==> config.mk <==
export PLATFORM = sky130hd
export DESIGN_NAME = dco_ram
export DESIGN_NICKNAME = d
export VERILOG_FILES = /design/src/rtl/core/dco_ram.sv
export SDC_FILE = /design/constraint.sdc
export NUM_CORES = 1
export LEC_CHECK = 0
export BUFFER_PORTS_ARGS = -buffer_cell sky130_fd_sc_hd__buf_2
export CAP_MARGIN = 20
export CORE_MARGIN = 2
export CORE_UTILIZATION = 60
export DETAILED_ROUTE_END_ITERATION = 7
export HOLD_SLACK_MARGIN = 0.08
export PLACE_DENSITY = 0.78
export SLEW_MARGIN = 20
export SYNTH_ARGS = -nofsm -noshare
export SYNTH_HDL_FRONTEND = slang
export SYNTH_SLANG_ARGS = --single-unit
==> constraint.sdc <==
create_clock -name clk_i -period 2.69 [get_ports clk_i]
set_input_delay 0.538 -clock clk_i [delete_from_list [all_inputs] [get_ports clk_i]]
set_output_delay 0.538 -clock clk_i [all_outputs]
set_load 0.01 [all_outputs]
==> src/rtl/core/dco_ram.sv <==
// ----------------------------------------------------------------------------
// dco_ram
// simple dual-port ram, one write and one registered read per cycle
// ----------------------------------------------------------------------------
`timescale 1ns / 1ps
`default_nettype none

module dco_ram #(
  parameter  int unsigned WIDTH = 8,
  parameter  int unsigned DEPTH = 16,
  localparam int unsigned AW    = $clog2(DEPTH)
) (
  input  wire logic             clk_i,
  input  wire logic             we_i,
  input  wire logic [AW-1:0]    waddr_i,
  input  wire logic [WIDTH-1:0] wdata_i,
  input  wire logic             re_i,
  input  wire logic [AW-1:0]    raddr_i,
  output      logic [WIDTH-1:0] rdata_o
);

  logic [WIDTH-1:0] mem_q [DEPTH];

  always_ff @(posedge clk_i) begin
    if (we_i) begin
      mem_q[waddr_i] <= wdata_i;
    end
  end

  always_ff @(posedge clk_i) begin
    if (re_i) begin
      rdata_o <= mem_q[raddr_i];
    end
  end

endmodule

`default_nettype wire

==> results.md, run 1 <==
Floorplanning:
- The width of the chip is 97.3 microns.
- The die is 97.3 microns tall.
- The effective utilization at floorplan is 0.608.
- The die covers 9480 sq um.
- In this run the core area contains 34 standard-cell rows.
- The placeable core region is 8590 sq um.
- 27 I/O pins were placed.

Clocking:
- The CTS tree is built.
- The maximum level of the CTS H-tree is 4.
- The source-to-sink clock delay at the later pin of the worst-skew pair is 530 ps.
- TritonCTS created 17 clock buffers.
- After clock tree synthesis, the setup repair step added 0 buffers.
- The clock tree root driver cell is sky130_fd_sc_hd__clkbuf_8.
- Clock-pin slew was measured on the worst setup and hold paths at 60 ps.
- The number of hold buffers added after CTS was 0.
- The sink count of the clock tree is 136.
- After clock tree synthesis, the repair step resized 0 gates.
- Counting along the longest clock path gives a buffer depth of 2.

GRT:
- The via count of the first global-routing pass is 2659.
- Across every metal layer, demand over resource in global routing totals 0.235.
- The global-route wire length before repair is 15.6 mm.
- The global-route congestion overflow total is 0.
- Entering global routing, the biggest net connects 22 pins.
- The number of antenna violations at the first check in global routing was 0.

STA:
- The count of final hold-check violations is 0.
- The max-slew violation count is 0.
- Derived from the worst setup path, the maximum achievable clock frequency is 587 MHz.
- The slew at the pin closest to its max-slew limit is 778 ps.
- Setup violations remaining at the end of the flow were counted as 0.
- The relative slew slack is 0.480.
- The share of the clock period used by the worst path after layout is 0.634.
- The final total negative setup slack is 0 ps.
- Setup repair after global routing left no endpoint under its margin.
- The final period demand of the worst path is 1700 ps.
- The setup skew after layout is 20.3 ps.

Route:
- Using the TritonRoute via totals, the vias-per-cell ratio works out to 6.35.
- The pre-antenna-repair detailed-routing pass consisted of 5 iterations.
- The initial DRC count is 350.
- Once detail routing completed, the nets flagged for antenna violations numbered 0.
- Dividing the detail-routed wire length by the instance count gives 25.1 microns.
- After detailed routing, the number of remaining DRC violations is 0.
- The routed layout has 2567 vias.
- Summed over all layers, the routed wires come to 10.1 mm.

Setup path:
- The critical path launch point type is a primary input.
- The endpoint type of the worst setup path is a flop.
- The worst setup path category is in -> reg.
- The startpoint of the worst setup timing path is raddr_i[0].
- The stage delay of the slowest cell on the critical path is 520 ps.
- Together, buffers and inverters on the worst path number 3.
- The critical path goes through buf_2 > buf_12 > buf_4 > mux4_2 > a22oi_1 > nand2_1.
- For the worst setup path, the data arrival time is 1980 ps.
- The startpoint identified for the worst register-to-register timing path is mem_q[2][0].
- The required time at the endpoint of the critical path is 2970 ps.
- The maximum net fanout on the critical path is 20.
- On the critical path the largest part of the delay comes from buffers and inverters.
- For this design, the slowest cell found on the critical path is sky130_fd_sc_hd__mux4_2.

Synthesis:
- The average size of a mapped cell is 22.8 sq um.
- After technology mapping, the gate count stands at 229.
- The area share of the largest cell type after synthesis is 0.781.
- After synthesis the cells add up to 5230 sq um.
- The share of the Yosys chip area taken by registers is 0.781.
- The number of different library cells in the post-synthesis netlist is 18.
- Yosys attributes the largest share of cell area to sky130_fd_sc_hd__edfxtp_1 78%, sky130_fd_sc_hd__mux4_2 7.8%, sky130_fd_sc_hd__mux4_1 7.0%.
- The Yosys step of the flow raised 0 warnings.
- The cell taking the most area after synthesis is sky130_fd_sc_hd__edfxtp_1.
- Counting every net in the synthesized netlist gives 248.
- The synthesized design contains 136 register bits.

Min path:
- The path category of the worst min-delay check is in -> reg.
- The worst min-delay path startpoint is re_i.

Cells and area:
- The leading cell type in the layout, fill and taps excluded is sky130_fd_sc_hd__edfxtp_1.
- The share of post-route cells with drive strength above 1 is 0.314.
- In the final design database the tool counted 302 nets.
- In the layout the commonest cells are 136 x sky130_fd_sc_hd__edfxtp_1, 26 x sky130_fd_sc_hd__buf_2, 18 x sky130_fd_sc_hd__mux4_2.
- After routing the design area is 6190 sq um.
- The synthesis-to-finish area growth is 18.5%.
- The number of antenna diodes in the final layout is 0.

Place:
- The HPWL after detailed placement is 5.96 mm.
- The post-detailed-placement cell area is 5570 sq um.
- The final estimated routing congestion in global placement is 0.740.
- The number of I/O port buffers is 26.

Flow run:
- Across the run, the number of max-cap violations was 0.

Power:
- In this run the static leakage power is 2.12 nW.
- Across the VDD grid, the largest voltage drop is 538 uV.
- Power spread over the standard cell area amounts to 814 nW/um^2.

Outcome:
- The run finished with clean final reports.
## final timing paths
kind | slack, ps | end | cells after the start
worst max-delay path | 990 | rdata_o[0] | 6
worst min-delay path | 380 | rdata_o[2] | 1
worst max register to register | 1180 | rdata_o[0] | 3
worst min register to register | 760 | rdata_o[4] | 3
## cell type report
type | count | area (sq um)
Clock buffer | 17 | 414
Clock inverter | 15 | 206
Fill cell | 479 | 2400
Multi-Input combinational cell | 83 | 1060
Sequential cell | 136 | 4080
Tap cell | 108 | 135
Timing Repair Buffer | 45 | 298
## where the power goes
| group | switching (mW) | internal, mW | total [mW] |
|---|---|---|---|
| combinational | 0.127 | 0.0939 | 0.221 |
| sequential | 0.0143 | 2.39 | 2.40 |
| clock | 0.836 | 1.58 | 2.42 |
## cells in the mapped netlist
library cell                      instances
sky130_fd_sc_hd__nand3b_1                 2
sky130_fd_sc_hd__buf_6                    3
sky130_fd_sc_hd__or3b_2                   1
sky130_fd_sc_hd__nand2b_1                 2
sky130_fd_sc_hd__buf_2                    3
sky130_fd_sc_hd__clkdlybuf4s25_2          3
sky130_fd_sc_hd__nor2_1                  13
sky130_fd_sc_hd__nand2_1                  9
sky130_fd_sc_hd__nand3_1                  1
sky130_fd_sc_hd__and2b_1                  1
sky130_fd_sc_hd__mux4_1                  14
sky130_fd_sc_hd__nor3_1                   4
sky130_fd_sc_hd__edfxtp_1               136
sky130_fd_sc_hd__buf_4                    1
sky130_fd_sc_hd__mux4_2                  18
sky130_fd_sc_hd__and2_1                   1
sky130_fd_sc_hd__nor2b_1                  1
sky130_fd_sc_hd__a22oi_1                 16
## per-stage QoR
step,setup slack (ps),hold WS [ps],util,std cells,total power [mW]
CTS,970,366,0.721,404,5.07
floorplan,659,637,-,229,2.57
global placement,478,717,0.649,372,2.66
global route,912,367,0.721,404,5.17
detailed placement,458,741,0.649,372,2.66
finish,985,379,0.721,404,5.04
## kinds of logic after synthesis
| group | count (synthesis) | synth area share |
|---|---|---|
| AND/OR/NAND/NOR | 35 | 0.0314 |
| flip-flops | 136 | 0.781 |
| multiplexers | 32 | 0.148 |
| AO/OA/AOI/OAI | 16 | 0.0230 |
| buffers and inverters | 10 | 0.0165 |
## flip-flops by register name, indices dropped and copies added (netlist names)
register  count
rdata_o       8
mem_q       128
## metal layers
layer	up-vias	share of wire	GRT usage
met1	1333	0.39	0.317
li1	1086	-	-
met3	14	0.092	0.0950
met5	-	0	0
met2	134	0.50	0.357
met4	0	0.014	0.0823
(Power assumes the default switching activity.)
==> inputs of run 2 (changes only) <==
==> constraint.sdc (replaced) <==
create_clock -name clk_i -period 1.6 [get_ports clk_i]
set_input_delay 0.32 -clock clk_i [delete_from_list [all_inputs] [get_ports clk_i]]
set_output_delay 0.32 -clock clk_i [all_outputs]
set_load 0.01 [all_outputs]
==> run 2 against run 1 <==
Clock skew decreased by 14 ps. First-iteration DRC count is 47% lower. Non-clock buffer count grew 5. Via count is 2.1% lower. Critical path type is now reg -> reg. Largest cell class unchanged. Highest routed layer unchanged.
==> results.md, run 2 (synthesized netlist as in run 1, its figures left out) <==
Route:
- The via total after detailed routing came to 2512 (was 2567).
- The number of remaining DRC errors is 0 (unchanged).
- The post-detailed-routing wire length is 9.91 mm (was 10.1 mm).
- The initial DRC count was 187 (was 350).
- The first-pass iteration count of the detailed router is 4 (was 5).
- The average wire per cell in the routed design is 24.4 microns (was 25.1 microns).
- The count of antenna-violating nets left after detailed routing was 0 (unchanged).
- The via-per-instance ratio is 6.17 (was 6.35).

Setup path:
- The maximum net fanout on the critical path is 1 (was 20).
- The count of buffer and inverter cells on the critical path is 0 (was 3).
- The endpoint type of the worst setup path is a flop (unchanged).
- The master of the slowest instance on the critical path is sky130_fd_sc_hd__mux4_1 (was sky130_fd_sc_hd__mux4_2).
- The critical path launch point type is a flop (was primary input).
- The kind of cell with the highest combined delay on the critical path is multiplexers (was buffers and inverters).
- The arrival time of data at the critical path endpoint was 1760 ps (was 1980 ps).
- Chain of cells forming the critical path: mux4_1 > a22oi_1 > nand2_1 (was buf_2 > buf_12 > buf_4 > mux4_2 > a22oi_1 > nand2_1).
- The stage delay of the slowest cell on the critical path came to 570 ps (was 520 ps).
- The required time at the endpoint of the critical path is 1840 ps (was 2970 ps).
- The worst setup path category is reg -> reg (was in -> reg).

STA:
- The setup skew after layout was 6.56 ps (was 20.3 ps).
- The relative slew slack came to 0.437 (was 0.480).
- The final count of negative-setup-slack endpoints is 0 (unchanged).
- The max-slew violation count is 0 (unchanged).
- Dividing the final minimum period by the clock period gives 0.951.
- The final-layout worst hold slack came to 193 ps (was 379 ps).
- Timing would allow up to 657 MHz.
- The count of final hold-check violations is 0 (unchanged).
- Unrepaired setup endpoints after global routing: no (unchanged).
- The final total negative setup slack came to 0 ps (unchanged).
- The final period demand of the worst path is 1520 ps.
- The slew at the pin closest to its max-slew limit was 843 ps (was 778 ps).

Flow run:
- The count of max-cap constraint violations is 0 (unchanged).

Clocking:
- The clock tree root driver cell was sky130_fd_sc_hd__clkbuf_8 (unchanged).
- The hold-fix buffer count after cts came to 0 (unchanged).
- The clock transition at the registers of the reported paths is 60 ps (about the same).
- The source-to-sink clock delay at the later pin of the worst-skew pair is 510 ps (was 530 ps).
- The maximum level of the CTS H-tree was 4 (unchanged).
- The maximum buffer depth of the clock tree is 2 (unchanged).
- The sink count of the clock tree came to 136 (unchanged).
- The number of clock buffers inserted by TritonCTS is 17 (unchanged).
- The CTS tree is built (unchanged).

Place:
- The final estimated routing congestion in global placement is 0.737 (was 0.740).
- The number of I/O port buffers was 26 (unchanged).
- The detailed-placement wirelength estimate is 6.08 mm (was 5.96 mm).

Min path:
- The path category of the worst min-delay check is in -> reg (unchanged).

GRT:
- The overall track demand over capacity in global routing is 0.231 (was 0.235).
- The number of antenna violations at the first check in global routing came to 0 (unchanged).
- The global-route congestion overflow total is 0 (unchanged).
- The via count of the first global-routing pass is 2595 (was 2659).
- The global-route wire length before repair was 15.3 mm (was 15.6 mm).
- The pin count of the biggest net entering global routing is 18 (was 22).

Floorplanning:
- The number of placed I/O pins is 27 (unchanged).
- The floorplan die height came to 97.3 microns (unchanged).
- The placeable core region came to 8590 sq um (unchanged).
- The width of the chip came to 97.3 microns (unchanged).
- The count of standard-cell rows is 34 (unchanged).
- The die footprint came to 9480 sq um (unchanged).
- The effective utilization at floorplan was 0.608 (unchanged).

Cells and area:
- The leading cell type in the layout, fill and taps excluded is sky130_fd_sc_hd__edfxtp_1 (unchanged).
- Most frequent cells in the layout: 136 x sky130_fd_sc_hd__edfxtp_1, 26 x sky130_fd_sc_hd__buf_2, 19 x sky130_fd_sc_hd__buf_4 (was 136 x sky130_fd_sc_hd__edfxtp_1, 26 x sky130_fd_sc_hd__buf_2, 18 x sky130_fd_sc_hd__mux4_2).
- The total inserted antenna cells is 0 (unchanged).
- The share of post-route cells with drive strength above 1 is 0.321 (was 0.314).
- The top register by number of flip-flops is mem_q (unchanged).
- The number of flip-flops in the largest register is 128 (unchanged).
- The number of nets at the end of the flow came to 307 (was 302).
- The synthesis-to-finish area growth is 18.0% (was 18.5%).
- Regs by FF count: mem_q: 128 flops, rdata_o: 8 flops (unchanged).
- The post-layout utilization of the core came to 0.718 (was 0.721).

Power:
- The ratio of total power to cell area was 1260 nW/um^2 (was 814 nW/um^2).
- The static leakage is 2.10 nW (was 2.12 nW).
- The maximum vdd ir drop is 1020 uV (was 538 uV).

Outcome:
- Outcome: finished clean (unchanged).
## run 2: cell types whose count changed in the layout (fill, tap and decap cells not counted), sizes merged
cell	previous run	this run
inv	1	0
clkinv	8	5
buf	45	50
bufinv	5	1
clkinvlp	1	4
clkbuf	17	20
## run 2: what timing repair did
action	CTS	global route
endpoints found under the setup margin	0	1
resized for setup	0	1
buffers inserted	0	0
endpoints found under the hold margin	0	0
## run 2: cell type report
type	instances	area (sq um)
multi-input cells	83	1070
flip-flops and latches	136	4080
clock inverters	10	82.6
well taps	108	135
repair buffers	50	373
fillers	485	2430
clock buffers	20	425
## run 2: where the power goes
group / total [mW] / internal (mW) / switching [mW]
clock network: 3.31 / 2.01 / 1.29
logic: 0.398 / 0.175 / 0.222
registers: 4.04 / 4.02 / 0.0223
total: 7.74 / 6.21 / 1.54
## run 2: worst reg2reg max path, stage by stage, from the launching register on
cell	delay (ps)
sky130_fd_sc_hd__edfxtp_1	380
sky130_fd_sc_hd__mux4_1	570
sky130_fd_sc_hd__a22oi_1	210
sky130_fd_sc_hd__nand2_1	100
## run 2: worst paths after layout
check,start,to,depth (start not counted),slack (ps)
max,mem_q[9][2],rdata_o[2],3,80
min reg2reg,mem_q[15][1],rdata_o[1],3,750
max reg2reg,mem_q[9][2],rdata_o[2],3,80
min,wdata_i[3],mem_q[6][3],1,190
## run 2: stage by stage
stage          power, mW  setup slack, ps  std cells  area, sq um
2_1_floorplan       4.32             4.04        229         5240
3_3_place_gp        4.49             -275        377         5650
3_5_place_dp        4.50             -294        377         5650
4_1_cts             7.80             66.4        407         6160
5_1_grt             7.99             11.6        407         6170
6_report            7.74             78.2        407         6170
## run 2: per-layer routing
layer  GRT usage  share of wire  vias to the layer above
li1            -              -                     1097
met1       0.315           0.39                     1270
met2       0.357           0.51                      134
met3      0.0827          0.084                       11
met4      0.0780          0.016                        0
met5           0              0                        -
